$ cat src/scl_pkg.sv
// scl_pkg: shared types and constants for the sequence code lock.
// Holds the controller state enum, the command/status structs between
// the controller and the datapath, generator constants and reset values.
package scl_pkg;

    // input command codes
    localparam logic CMD_TICK = 1'b0;
    localparam logic CMD_ARM  = 1'b1;

    // configuration register indexes
    localparam logic REG_DEBOUNCE = 1'b0;
    localparam logic REG_SHOW     = 1'b1;

    // register reset values
    localparam logic [9:0]  DEBOUNCE_RST = 10'd50;
    localparam logic [15:0] SHOW_RST     = 16'd1000;

    // LCG multiplier and increment, only the low 31 bits matter
    localparam logic [30:0] LCG_MUL = 31'h41C6_4E6D;
    localparam logic [30:0] LCG_INC = 31'd12345;

    localparam logic [3:0] LAMPS_ALL = 4'hF;

    typedef enum logic [2:0] {
        S_IDLE,
        S_ARM,
        S_BTN_RD,
        S_BTN_EV,
        S_SHOW_RD,
        S_SHOW_EV,
        S_DONE
    } scl_state_t;

    typedef struct packed {
        logic arm_start;
        logic tick_start;
        logic draw;
        logic rd_entry;
        logic rd_show;
        logic btn_eval;
        logic show_eval;
        logic load_out;
    } scl_cmd_t;

    typedef struct packed {
        logic active;
        logic arm_done;
        logic btn_last;
        logic out_free;
    } scl_status_t;

endpackage

$ cat src/scl_ctrl.sv
// scl_ctrl: sequencing state machine for the sequence code lock.
// Depends on scl_pkg (state enum, command and status structs).
module scl_ctrl (
    input  logic                 clk,
    input  logic                 rst_n,
    input  logic                 item_valid,
    input  logic                 command,
    input  scl_pkg::scl_status_t status,
    output logic                 item_stall,
    output scl_pkg::scl_cmd_t    cmd
);
    import scl_pkg::*;

    scl_state_t state_reg;
    scl_state_t state_next;

    always_ff @(posedge clk or negedge rst_n)
    begin
        if (!rst_n)
        begin
            state_reg <= S_IDLE;
        end
        else
        begin
            state_reg <= state_next;
        end
    end

    always_comb
    begin
        state_next = state_reg;
        unique case (state_reg)
            S_IDLE:
            begin
                if (item_valid)
                begin
                    if (command == CMD_ARM)
                    begin
                        state_next = S_ARM;
                    end
                    else if (status.active)
                    begin
                        state_next = S_BTN_RD;
                    end
                    else
                    begin
                        state_next = S_DONE;
                    end
                end
            end
            S_ARM:
            begin
                if (status.arm_done)
                begin
                    state_next = S_DONE;
                end
            end
            S_BTN_RD:  state_next = S_BTN_EV;
            S_BTN_EV:  state_next = status.btn_last ? S_SHOW_RD : S_BTN_RD;
            S_SHOW_RD: state_next = S_SHOW_EV;
            S_SHOW_EV: state_next = S_DONE;
            S_DONE:
            begin
                if (status.out_free)
                begin
                    state_next = S_IDLE;
                end
            end
            default:   state_next = S_IDLE;
        endcase
    end

    always_comb
    begin
        cmd        = '0;
        item_stall = 1'b1;
        unique case (state_reg)
            S_IDLE:
            begin
                item_stall     = 1'b0;
                cmd.arm_start  = item_valid && (command == CMD_ARM);
                cmd.tick_start = item_valid && (command == CMD_TICK);
            end
            S_ARM:     cmd.draw      = 1'b1;
            S_BTN_RD:  cmd.rd_entry  = 1'b1;
            S_BTN_EV:  cmd.btn_eval  = 1'b1;
            S_SHOW_RD: cmd.rd_show   = 1'b1;
            S_SHOW_EV: cmd.show_eval = 1'b1;
            S_DONE:    cmd.load_out  = status.out_free;
            default:   cmd           = '0;
        endcase
    end

endmodule

$ cat src/scl_dp.sv
// scl_dp: datapath of the sequence code lock: code memory, generator,
// debounce timers, entry and playback state, config and result registers.
// Depends on scl_pkg (command/status structs, constants).
module scl_dp #(
    parameter int CODE_LENGTH = 8,
    parameter int MAX_REDRAWS = 64
) (
    input  logic                 clk,
    input  logic                 rst_n,
    input  scl_pkg::scl_cmd_t    cmd,
    output scl_pkg::scl_status_t status,
    input  logic [3:0]           buttons,
    input  logic [15:0]          seed,
    input  logic                 cfg_write,
    input  logic                 cfg_index,
    input  logic [15:0]          cfg_data,
    input  logic                 result_stall,
    output logic                 result_valid,
    output logic [3:0]           lamps,
    output logic [3:0]           progress,
    output logic                 wrong_press,
    output logic                 solved,
    output logic                 armed
);
    import scl_pkg::*;

    localparam int AW = $clog2(CODE_LENGTH);
    localparam int EW = $clog2(CODE_LENGTH + 1);
    localparam int RW = $clog2(MAX_REDRAWS + 1);
    localparam logic [EW-1:0] CODE_END  = EW'(CODE_LENGTH);
    localparam logic [AW-1:0] LAST_STEP = AW'(CODE_LENGTH - 1);
    localparam logic [RW-1:0] REDRAW_CAP = RW'(MAX_REDRAWS);
    localparam logic [3:0]    CL_LOW = 4'(CODE_LENGTH);

    // config
    logic [9:0]  debounce_reg;
    logic [15:0] show_ms_reg;

    // code memory, one read port with registered data
    logic [1:0]    code_mem [CODE_LENGTH];
    logic [1:0]    rd_data_reg;
    logic [AW-1:0] rd_addr;

    // generator and arm sequencing
    logic [15:0]   rng_reg;
    logic [1:0]    prev_reg;
    logic [AW-1:0] arm_idx_reg;
    logic [RW-1:0] red_cnt_reg;
    logic [30:0]   lcg_sum;
    logic [1:0]    draw_val;
    logic          draw_keep;

    // tick state
    logic [31:0]   ms_count_reg;
    logic [3:0]    buttons_reg;
    logic [1:0]    btn_idx_reg;
    logic [3:0]    held_reg;
    logic [31:0]   last_reg [4];
    logic [EW-1:0] entry_reg;
    logic [EW-1:0] show_idx_reg;
    logic          show_lit_reg;
    logic [31:0]   show_start_reg;
    logic [3:0]    lamp_reg;
    logic          active_reg;
    logic          wrong_reg;
    logic          solved_reg;

    logic [31:0]   since_last;
    logic [31:0]   since_show;
    logic          pressed;
    logic          press_ok;
    logic          entry_full;
    logic          show_steps;
    logic [3:0]    code_lamp;
    logic [EW+3:0] entry_ext;

    // result register
    logic          result_valid_reg;
    logic [3:0]    lamps_reg;
    logic [3:0]    progress_reg;
    logic          wrong_out_reg;
    logic          solved_out_reg;
    logic          armed_reg;

    // one LCG step: keep bits 30..16 of s*mul+inc
    assign lcg_sum   = 31'({15'b0, rng_reg} * LCG_MUL + LCG_INC);
    assign draw_val  = lcg_sum[17:16];
    assign draw_keep = (arm_idx_reg == '0) || (draw_val != prev_reg)
                       || (red_cnt_reg == REDRAW_CAP);

    assign rd_addr = cmd.rd_show ? show_idx_reg[AW-1:0] : entry_reg[AW-1:0];

    assign pressed    = ~buttons_reg[btn_idx_reg];
    assign since_last = ms_count_reg - last_reg[btn_idx_reg];
    assign press_ok   = pressed && !held_reg[btn_idx_reg]
                        && (since_last >= {22'b0, debounce_reg});
    assign entry_full = entry_reg >= CODE_END;
    assign show_steps = show_idx_reg < CODE_END;
    assign since_show = ms_count_reg - show_start_reg;
    assign code_lamp  = 4'(4'b0001 << rd_data_reg);
    assign entry_ext  = {4'b0, entry_reg};

    // arm_done is only looked at while drawing
    assign status.active   = active_reg;
    assign status.arm_done = draw_keep && (arm_idx_reg == LAST_STEP);
    assign status.btn_last = (btn_idx_reg == 2'd3);
    assign status.out_free = !result_valid_reg || !result_stall;

    // config registers
    always_ff @(posedge clk or negedge rst_n)
    begin
        if (!rst_n)
        begin
            debounce_reg <= DEBOUNCE_RST;
            show_ms_reg  <= SHOW_RST;
        end
        else if (cfg_write)
        begin
            if (cfg_index == REG_DEBOUNCE)
            begin
                debounce_reg <= cfg_data[9:0];
            end
            else
            begin
                show_ms_reg <= cfg_data;
            end
        end
    end

    // code memory
    always_ff @(posedge clk)
    begin
        if (cmd.draw && draw_keep)
        begin
            code_mem[arm_idx_reg] <= draw_val;
        end
        if (cmd.rd_entry || cmd.rd_show)
        begin
            rd_data_reg <= code_mem[rd_addr];
        end
    end

    // payload registers, no reset
    always_ff @(posedge clk)
    begin
        if (cmd.arm_start)
        begin
            rng_reg     <= seed;
            arm_idx_reg <= '0;
            red_cnt_reg <= '0;
        end
        else if (cmd.draw)
        begin
            rng_reg <= {1'b0, lcg_sum[30:16]};
            if (draw_keep)
            begin
                prev_reg    <= draw_val;
                arm_idx_reg <= arm_idx_reg + AW'(1);
                red_cnt_reg <= '0;
            end
            else
            begin
                red_cnt_reg <= red_cnt_reg + RW'(1);
            end
        end
        if (cmd.tick_start)
        begin
            buttons_reg <= buttons;
            btn_idx_reg <= '0;
        end
        else if (cmd.btn_eval)
        begin
            btn_idx_reg <= btn_idx_reg + 2'd1;
        end
        if (cmd.load_out)
        begin
            lamps_reg      <= lamp_reg;
            progress_reg   <= solved_reg ? CL_LOW : entry_ext[3:0];
            wrong_out_reg  <= wrong_reg;
            solved_out_reg <= solved_reg;
            armed_reg      <= active_reg;
        end
    end

    // lock state
    always_ff @(posedge clk or negedge rst_n)
    begin
        if (!rst_n)
        begin
            ms_count_reg   <= '0;
            held_reg       <= '0;
            last_reg       <= '{default: '0};
            entry_reg      <= '0;
            show_idx_reg   <= '0;
            show_lit_reg   <= 1'b0;
            show_start_reg <= '0;
            lamp_reg       <= '0;
            active_reg     <= 1'b0;
            wrong_reg      <= 1'b0;
            solved_reg     <= 1'b0;
        end
        else if (cmd.arm_start)
        begin
            active_reg   <= 1'b1;
            entry_reg    <= '0;
            show_idx_reg <= '0;
            show_lit_reg <= 1'b0;
            lamp_reg     <= '0;
            wrong_reg    <= 1'b0;
            solved_reg   <= 1'b0;
        end
        else if (cmd.tick_start)
        begin
            ms_count_reg <= ms_count_reg + 32'd1;
            wrong_reg    <= 1'b0;
            solved_reg   <= 1'b0;
        end
        else if (cmd.btn_eval)
        begin
            if (!pressed)
            begin
                held_reg[btn_idx_reg] <= 1'b0;
            end
            else if (press_ok)
            begin
                held_reg[btn_idx_reg] <= 1'b1;
                last_reg[btn_idx_reg] <= ms_count_reg;
                if (!entry_full)
                begin
                    if (rd_data_reg == btn_idx_reg)
                    begin
                        entry_reg <= entry_reg + EW'(1);
                    end
                    else
                    begin
                        entry_reg <= '0;
                        wrong_reg <= 1'b1;
                    end
                end
            end
        end
        else if (cmd.show_eval)
        begin
            if (entry_full)
            begin
                solved_reg   <= 1'b1;
                lamp_reg     <= '0;
                active_reg   <= 1'b0;
                entry_reg    <= '0;
                show_idx_reg <= '0;
                show_lit_reg <= 1'b0;
            end
            else if (!show_lit_reg)
            begin
                lamp_reg       <= show_steps ? (lamp_reg | code_lamp) : LAMPS_ALL;
                show_start_reg <= ms_count_reg;
                show_lit_reg   <= 1'b1;
            end
            else if (since_show >= {16'b0, show_ms_reg})
            begin
                if (show_steps)
                begin
                    lamp_reg     <= lamp_reg & ~code_lamp;
                    show_idx_reg <= show_idx_reg + EW'(1);
                end
                else
                begin
                    lamp_reg     <= '0;
                    show_idx_reg <= '0;
                end
                show_lit_reg <= 1'b0;
            end
        end
    end

    always_ff @(posedge clk or negedge rst_n)
    begin
        if (!rst_n)
        begin
            result_valid_reg <= 1'b0;
        end
        else if (cmd.load_out)
        begin
            result_valid_reg <= 1'b1;
        end
        else if (!result_stall)
        begin
            result_valid_reg <= 1'b0;
        end
    end

    assign result_valid = result_valid_reg;
    assign lamps        = lamps_reg;
    assign progress     = progress_reg;
    assign wrong_press  = wrong_out_reg;
    assign solved       = solved_out_reg;
    assign armed        = armed_reg;

endmodule

$ cat src/sequence_code_lock.sv
// sequence_code_lock: top level of the button sequence code lock.
// Instantiates scl_ctrl (sequencer) and scl_dp (datapath); uses scl_pkg.
//
//  channel | direction | handshake                  | payload
//  --------+-----------+----------------------------+-------------------------------
//  item    | in        | item_valid / item_stall    | command, buttons, seed
//  result  | out       | result_valid / result_stall| lamps, progress, wrong_press,
//          |           |                            |   solved, armed
//  config  | in        | cfg_write (no wait)        | cfg_index, cfg_data
//
// Sequence: a tick while armed is accepted, then for each of the four buttons
//   reads the code memory and checks the press, then reads and evaluates
//   playback, then posts the result; a tick while disarmed is accepted and
//   then posts its result. An arm makes one generator draw per step plus one
//   per redraw, at most CODE_LENGTH + (CODE_LENGTH - 1) * MAX_REDRAWS draws
//   since the first step never redraws. The single code memory read port and
//   the one LCG step per cycle set this pace.
// Reset: rst_n clears all lock state and restores debounce_ms = 50 and
//   show_ms = 1000; the code memory needs no clearing pass.
// Stalls: the result register holds a finished request while result_stall is
//   high; the next request is still taken and waits only to post its result.
module sequence_code_lock #(
    parameter int CODE_LENGTH = 8,
    parameter int MAX_REDRAWS = 64
) (
    input  logic        clk,
    input  logic        rst_n,
    // item channel
    input  logic        item_valid,
    output logic        item_stall,
    input  logic        command,
    input  logic [3:0]  buttons,
    input  logic [15:0] seed,
    // result channel
    output logic        result_valid,
    input  logic        result_stall,
    output logic [3:0]  lamps,
    output logic [3:0]  progress,
    output logic        wrong_press,
    output logic        solved,
    output logic        armed,
    // config port
    input  logic        cfg_write,
    input  logic        cfg_index,
    input  logic [15:0] cfg_data
);
    import scl_pkg::*;

    scl_cmd_t    cmd;
    scl_status_t status;

    // Sequencer: picks arm (generator draws) or tick from the accepted request; an armed
    // tick walks the four buttons, then playback; each then posts the result when the slot is free.
    scl_ctrl u_ctrl (
        .clk        (clk),
        .rst_n      (rst_n),
        .item_valid (item_valid),
        .command    (command),
        .status     (status),
        .item_stall (item_stall),
        .cmd        (cmd)
    );

    // Datapath: generator, code memory, debounce, entry progress, playback
    // timer and the result register.
    scl_dp #(
        .CODE_LENGTH (CODE_LENGTH),
        .MAX_REDRAWS (MAX_REDRAWS)
    ) u_dp (
        .clk          (clk),
        .rst_n        (rst_n),
        .cmd          (cmd),
        .status       (status),
        .buttons      (buttons),
        .seed         (seed),
        .cfg_write    (cfg_write),
        .cfg_index    (cfg_index),
        .cfg_data     (cfg_data),
        .result_stall (result_stall),
        .result_valid (result_valid),
        .lamps        (lamps),
        .progress     (progress),
        .wrong_press  (wrong_press),
        .solved       (solved),
        .armed        (armed)
    );

    // a taken request closes the input side in the cycle after it
    a_busy_after_accept: assert property (@(posedge clk) disable iff (!rst_n)
        item_valid && !item_stall |=> item_stall)
        else $error("input taken again right after a request");

    // the result is posted only into a free slot
    a_load_free: assert property (@(posedge clk) disable iff (!rst_n)
        cmd.load_out |-> status.out_free)
        else $error("result posted over a pending result");

    // solving disarms and darkens the lamps
    a_solve_clears: assert property (@(posedge clk) disable iff (!rst_n)
        result_valid && solved |-> !armed && lamps == 4'b0)
        else $error("solve left lock armed or lamps lit");

    // a disarmed lock without a solve shows nothing
    a_idle_dark: assert property (@(posedge clk) disable iff (!rst_n)
        result_valid && !armed && !solved |-> lamps == 4'b0 && progress == 4'b0)
        else $error("disarmed lock shows lamps or progress");

endmodule
$ cat config.mk
export PLATFORM = sky130hd
export DESIGN_NAME = sequence_code_lock
export DESIGN_NICKNAME = d
export VERILOG_FILES = /design/src/scl_pkg.sv /design/src/scl_ctrl.sv /design/src/scl_dp.sv /design/src/sequence_code_lock.sv
export SDC_FILE = /design/constraint.sdc
export NUM_CORES = 1
export LEC_CHECK = 0
export BUFFER_PORTS_ARGS = -buffer_cell sky130_fd_sc_hd__clkbuf_2
export CAP_MARGIN = 0
export CELL_PAD_IN_SITES_DETAIL_PLACEMENT = 2
export CELL_PAD_IN_SITES_GLOBAL_PLACEMENT = 2
export CORE_MARGIN = 5
export CORE_UTILIZATION = 39
export CTS_CLUSTER_DIAMETER = 80
export DETAILED_ROUTE_END_ITERATION = 8
export PLACE_DENSITY = 0.8
export RECOVER_POWER = 25
export SETUP_SLACK_MARGIN = 0.3
export SLEW_MARGIN = 20
export SYNTH_ARGS = -nofsm -noshare
export SYNTH_HDL_FRONTEND = slang
export SYNTH_HIERARCHICAL = 1
export SYNTH_SLANG_ARGS = --single-unit
$ cat constraint.sdc
create_clock -name clk -period 6.3 [get_ports clk]
set_input_delay 0.945 -clock clk [delete_from_list [all_inputs] [get_ports clk]]
set_output_delay 0.945 -clock clk [all_outputs]
set_load 0.005 [all_outputs]
==> out/results.tsv, run 1 <==
metric	value	unit
status	complete, but fails checks	
failing checks	capacitance limit, slew limit, setup timing	
Area Overhead vs Synth	17.7	%
largest family of logic cells by synthesized area	adder cells	
Yosys top cell area share	24.5	%
post-synthesis adder-cell area fraction	22.8	%
Core ar.	0.0604	sq mm
HP Class	flop to flop	
Crit path arrival time	7400	ps
port buffer count	55	
most frequent cells after synthesis	336 x inv_1, 236 x ha_1, 233 x dfrtp_1	
die width	257	um
share of layout cells above drive strength 1	22.1	%
CP Max Fanout	4	
global route hottest layer	met2	
area share of and/or/nand/nor cells after synthesis	10.2	%
DRT iter0 DRCs	1054	
Final Skew	37.5	ps
Max clock buf depth	3	
H-Tree Depth	2	
#FFs+latches synth	305	
Seq/Total Area, Yosys	32.9	%
GR met2 Demand/Resource	46.6	%
Slowest cell on crit path	fa_2	
worst reg-to-reg path cell count	23	
Final Max Slew Viols	245	
Final Wtd Congestion	0.900	
Ports	56	
RSZ-0062 raised after global routing	yes	
Reg clk slew, reported paths	70	ps
ys async rst share	79.3	%
M1 GR Usage	29.0	%
max reg flops	128	
period utilization	112	%
Top delay family on crit path	adder cells	
Yosys top cell by area	dfrtp_1	
fin util	46.4	%
Buf+Inv Stages, Crit Path	4	
Clk Latency, worst-skew pair	590	ps
Required @ worst endpoint	6640	ps
# Max-Cap Violations	2	
Hold Buf Count CTS	0	
Post-DRT Antenna Nets	0	
Compound-Gate Fraction of Synth Area	11.1	%
XOR/XNOR share of the synthesized area	4.04	%
fill cell count	6109	
vias	18878	
CTS tree	built	
CP most frequent cell	fa_1	
synth warn	6	
slew margin rel.	-181	%
number of synthesized flops with an enable pin	51	
first-pass GRT wire length	131	mm
die area	0.0660	sq mm
drt wl/cell	27.7	um
Yosys cell types	97	
CTS Buf Count	41	
Nets	2862	
Die Y	257	um
Final Setup Violations	52	
FMAX	0.142	GHz
vias in the first global route	21657	
Initial Util	39.4	%
CP cell instances	buf_6 -> inv_2 -> fa_1 -> inv_1 -> ha_2 -> nor2_2 -> fa_1 -> inv_2 -> fa_2 -> fa_1 -> fa_2 -> ha_4 -> a21oi_4 -> o21ai_2 -> a21o_1 -> a221oi_4 -> a21oi_4 -> o2111ai_4 -> a21oi_2 -> or3_4 -> o31a_1 -> xnor2_1 -> mux2_4	
worst setup margin	-761	ps
Area contributors post-synth	dfrtp_1 25%, ha_1 12%, fa_1 10%	
crit path kind	flop to flop	
Tot GR Track Use	25.3	%
Synth Cell Area	0.0238	sq mm
largest net degree at the start of global routing	169	
multiplexer share of the synthesized area	11.7	%
Sinks on Clock Net	305	
final-report hold violation count	0	
prevailing post-synth register cell	dfrtp_1	
WHS	472	ps
row count	90	
syn nets	2685	
crit path launch type	flop	
worst-margin pin slew	4220	ps
hpwl dp	58.5	mm
top-count cell post-synth	inv_1	
grt ovf	0	
post-DR vias/cell	5.76	
drc violations	0	
initial antenna violation count	2	
fin crit period	7060	ps
critical path depth	23	
CP max stage delay	680	ps
Root Driver	clkbuf_16	
Min-Delay Path Depth	0	
Avg Inst Size Synth	10.4	sq um
drt first pass iters	5	
CP endpoint kind	flop	
drt total wl	90.8	mm
Syn Inst Count	2283	
met3 Usage GRT	3.61	%
## layout by cell type (no fill, tap or decap), types with 13 or more instances in the layout
cell type	n
inv_1	314
dfrtp_1	233
ha_1	221
nand2_1	162
buf_4	122
fa_1	114
nor2_1	96
a21oi_1	96
mux2_1	85
o21ai_0	80
mux2_2	76
xnor2_1	68
clkbuf_2	53
edfxtp_1	51
clkbuf_16	44
nand3_1	43
mux4_2	38
xor2_1	32
buf_6	28
a21o_1	26
nor3_1	25
o21a_1	24
nand2b_1	23
inv_2	21
o211ai_1	19
nand4_1	18
nor2b_1	17
and3_1	14
clkbuf_1	13
a211oi_1	13
## per-stage QoR
| step | cells | setup slack, ps | setup TNS, ps | area, sq um |
|---|---|---|---|---|
| 2_1_floorplan | 2283 | 132 | 0 | 23900 |
| 3_3_place_gp | 3148 | -320 | -1370 | 25600 |
| 3_5_place_dp | 3148 | -629 | -21470 | 25600 |
| 4_1_cts | 3250 | -629 | -10380 | 27500 |
| 5_1_grt | 3274 | -808 | -23890 | 28000 |
| 6_report | 3275 | -761 | -21410 | 28000 |
## final timing paths
| check | start | end | slack [ps] |
|---|---|---|---|
| worst min register to register | u_dp/lamp_reg[0] | u_dp/lamps[0] | 470 |
| worst min-delay path | u_dp/lamp_reg[0] | u_dp/lamps[0] | 470 |
| max in group asynchronous | rst_n | u_dp/show_start_reg[29] | 1270 |
| worst max-delay path | u_dp/rng_reg[4] | u_dp/rng_reg[14] | -760 |
| worst max register to register | u_dp/rng_reg[4] | u_dp/rng_reg[14] | -760 |
| min in group asynchronous | rst_n | u_dp/show_ms_reg[4] | 1850 |
## metal layers
metal	routed length, um	up-vias
met5	13	-
met1	34500	9880
met4	5490	2
li1	-	8210
met3	3490	288
met2	47300	498
## cell type report
class                           instances  area (sq um)  area share, %
Sequential cell                       305          7840           28.0
Multi-Input combinational cell       1556         14900           53.1
Timing Repair inverter                  1          7.51         0.0268
Clock inverter                         17           124          0.442
Timing Repair Buffer                  217          1730           6.17
Clock buffer                           58          1180           4.22
Tap cell                              782           978           3.49
Inverter                              338          1270           4.55
Antenna cell                            1          2.50        0.00893
## cells by family (layout without fill, tap and decap cells)
logic type | Yosys count | after routing
AO/OA/AOI/OAI | 385 | 385
XOR/XNOR | 106 | 106
adder cells (fa/ha/maj) | 359 | 359
buffers and inverters | 422 | 631
flip-flops | 305 | 305
multiplexers | 211 | 211
other | 0 | 1
AND/OR/NAND/NOR | 495 | 495
## what timing repair did
item                                   in CTS  in global routing
resized for setup                          65                 90
gates cloned                                2                  3
endpoints found under the hold margin       0                  0
pin swaps                                  36                 55
setup endpoints to repair                 185                189
setup buffers                              25                 21
Power of run 1 is left out: the tool's default activity adds up to more than one toggle a clock period on the data nets, which glitch-free logic cannot reach.
==> run 2: changes to the inputs <==
--- a/config.mk
+++ b/config.mk
@@ -11,13 +11,13 @@
 export CELL_PAD_IN_SITES_GLOBAL_PLACEMENT = 2
 export CORE_MARGIN = 5
 export CORE_UTILIZATION = 39
-export CTS_CLUSTER_DIAMETER = 80
+export CTS_CLUSTER_DIAMETER = 100
 export DETAILED_ROUTE_END_ITERATION = 8
+export HOLD_SLACK_MARGIN = 0.15
 export PLACE_DENSITY = 0.8
 export RECOVER_POWER = 25
 export SETUP_SLACK_MARGIN = 0.3
 export SLEW_MARGIN = 20
 export SYNTH_ARGS = -nofsm -noshare
 export SYNTH_HDL_FRONTEND = slang
-export SYNTH_HIERARCHICAL = 1
 export SYNTH_SLANG_ARGS = --single-unit
==> run 2 against run 1 <==
Against the previous run: largest cell class unchanged; sequential cell count unchanged; global-route usage increased by 0.23 points; worst hold slack got worse by 19 ps; the run still ends with capacitance limit, slew limit, setup timing left; first-iteration DRC count increased by 17%; sequential share of layout area increased by 0.87 points; die area decreased by 2.0%; setup slack improved by 110 ps; clock skew increased by 11 ps.
==> out/results.tsv, run 2 <==
metric	value	unit	change
Yosys top cell area share	25.0	%	+0.53 points
slew margin rel.	-235	%	-54 points
hpwl dp	57.7	mm	-1.2%
FMAX	0.144	GHz	+1.6%
grt ovf	0		unchanged
Syn Inst Count	2229		-2.4%
initial antenna violation count	0		-2
Post-DRT Antenna Nets	0		unchanged
failing checks	capacitance limit, slew limit, setup timing		
Ports	56		unchanged
Final Setup Violations	55		+5.8%
Required @ worst endpoint	6770	ps	+130 ps
global route hottest layer	met2		
syn nets	2630		-2.0%
ys async rst share	79.3	%	unchanged
#FFs+latches synth	305		unchanged
design area	0.0272	sq mm	-3.0%
CTS Buf Count	37		-9.8%
H-Tree Depth	2		unchanged
most common cell after layout, fill and taps aside	inv_1		
drt total wl	96.7	mm	+6.6%
final-report hold violation count	0		unchanged
Avg Inst Size Synth	10.4	sq um	+0.25%
Tot GR Track Use	25.5	%	+0.23 points
largest net degree at the start of global routing	106		-37%
Core ar.	0.0591	sq mm	-2.0%
prevailing post-synth register cell	dfrtp_1		
Reg clk slew, reported paths	80	ps	about the same
commonest non-fill, non-tap cells in the layout	332 x inv_1, 233 x dfrtp_1, 210 x ha_1		
DRT iter0 DRCs	1228		+17%
placed cell area	0.0246	sq mm	-3.9%
Area contributors post-synth	dfrtp_1 25%, ha_1 12%, fa_1 11%		
port buffer count	55		unchanged
Slowest cell on crit path	fa_1		
first-pass GRT wire length	128	mm	-2.2%
CP endpoint kind	flop		
vias	18834		-0.23%
CTS tree	built		
Sinks on Clock Net	305		unchanged
Final Skew	48.4	ps	+10.9 ps
GR met2 Demand/Resource	46.1	%	-0.48 points
die area	0.0647	sq mm	-2.0%
Final Max Slew Viols	106		-57%
Synth Cell Area	0.0233	sq mm	-2.1%
fin util	45.9	%	-0.48 points
drc violations	0		unchanged
period utilization	110	%	-1.7 points
Non-Filler Instances	3165		-3.4%
share of layout cells above drive strength 1	19.9	%	-2.2 points
number of synthesized flops with an enable pin	51		unchanged
crit path launch type	flop		
worst setup margin	-653	ps	+108 ps
HP Class	flop to flop		
Root Driver	clkbuf_16		
fin crit period	6950	ps	-108 ps
Yosys top cell by area	dfrtp_1		
worst-margin pin slew	5030	ps	+810 ps
post-DR vias/cell	5.95		+3.2%
Crit path arrival time	7430	ps	+30 ps
ant diodes	0		-1
crit path kind	flop to flop		
fill cell count	5943		-2.7%
WHS	453	ps	-19.3 ps
Yosys cell types	85		-12%
Final Wtd Congestion	0.885		-1.6%
die width	254	um	-1.0%
CP most frequent cell	fa_1		
footprint of the multi-input gates	0.0144	sq mm	-3.0%
Nets	2764		-3.4%
register area	0.00784	sq mm	about the same
drt first pass iters	5		unchanged
CP Max Fanout	6		+2
drt wl/cell	30.6	um	+10%
Die Y	254	um	-1.0%
top-count cell post-synth	inv_1		
synth warn	0		-6
row count	89		-1.1%
Initial Util	39.4	%	about the same
M1 GR Usage	29.9	%	+0.92 points
Area Overhead vs Synth	16.6	%	
status	complete, but fails checks		
RSZ-0062 raised after global routing	yes		
Clk Latency, worst-skew pair	600	ps	about the same
vias in the first global route	20886		-3.6%
max reg flops	128		unchanged
CP max stage delay	720	ps	+40 ps
Max clock buf depth	3		unchanged
# Max-Cap Violations	1		-1
placed cell count	3040		-3.4%
met3 Usage GRT	4.06	%	+0.45 points
Seq/Total Area, Yosys	33.7	%	+0.72 points
most frequent cells after synthesis	357 x inv_1, 233 x dfrtp_1, 232 x ha_1		
-- run 2: changes by cell type after synthesis, sizes merged, moves of 8 or more --
cell     before  now
and3         16    7
clkbuf       55   39
inv         337  357
mux2        162  182
nand2       165  149
nand2b       26   10
nor2b        19   11
o2111ai      12    3
or2          16    7
-- run 2: timing repair --
action	in CTS	in global routing
setup endpoints to repair	63	62
setup buffers	20	37
cloned	0	0
pin swaps	41	60
gates resized for setup	70	98
hold buffers	0	0
-- run 2: cell type report --
type,count,area share (%)
clock buffers,53,3.93
multi-input cells,1492,53.1
repair buffers,170,4.85
inverters,357,4.95
flip-flops and latches,305,28.9
well taps,773,3.56
clock inverters,15,0.696
-- run 2: worst max-delay path: cells and delay by family, from the launching register on --
family | cells | cell delay, ps
fa+ha+maj | 7 | 3000
buf+inv | 10 | 1370
compound gates | 4 | 1220
flops | 1 | 520
mux | 2 | 400
simple gates | 3 | 300
-- run 2: routing by layer --
| metal | up-vias | part of all wire, % |
|---|---|---|
| met5 | - | 0 |
| met1 | 9797 | 37 |
| met3 | 400 | 5.2 |
| li1 | 7881 | - |
| met4 | 0 | 7.9 |
| met2 | 756 | 50 |
-- run 2: cells by family after synthesis --
kind of cell / share of synthesized area (%)
and+or+nand+nor: 9.25
buffers and inverters: 7.58
adders and majority gates: 23.3
AOI/OAI and AO/OA: 9.55
DFF: 33.7
muxes: 12.6
xor gates and xnor gates: 4.06
-- run 2: final timing paths --
check                                       from             endpoint  slack [ps]  cells past startpoint
worst min register to register  u_dp.lamp_reg[2]        u_dp.lamps[2]         450                      0
max in group asynchronous                  rst_n     u_dp.lamp_reg[1]        1110                      1
min in group asynchronous                  rst_n     u_dp.last_reg[7]        2340                      1
worst max-delay path             u_dp.rng_reg[5]  u_dp.arm_idx_reg[1]        -650                     26
worst max register to register   u_dp.rng_reg[5]  u_dp.arm_idx_reg[1]        -650                     26
worst min-delay path            u_dp.lamp_reg[2]        u_dp.lamps[2]         450                      0
-- run 2: metrics by stage --
step	TNS, ps	worst slack, ps
2_1_floorplan	0	339
3_5_place_dp	-5810	-401
3_3_place_gp	0	121
5_1_grt	-23500	-642
6_report	-23250	-653
4_1_cts	0	262
Power of run 2 is left out for the same reason.
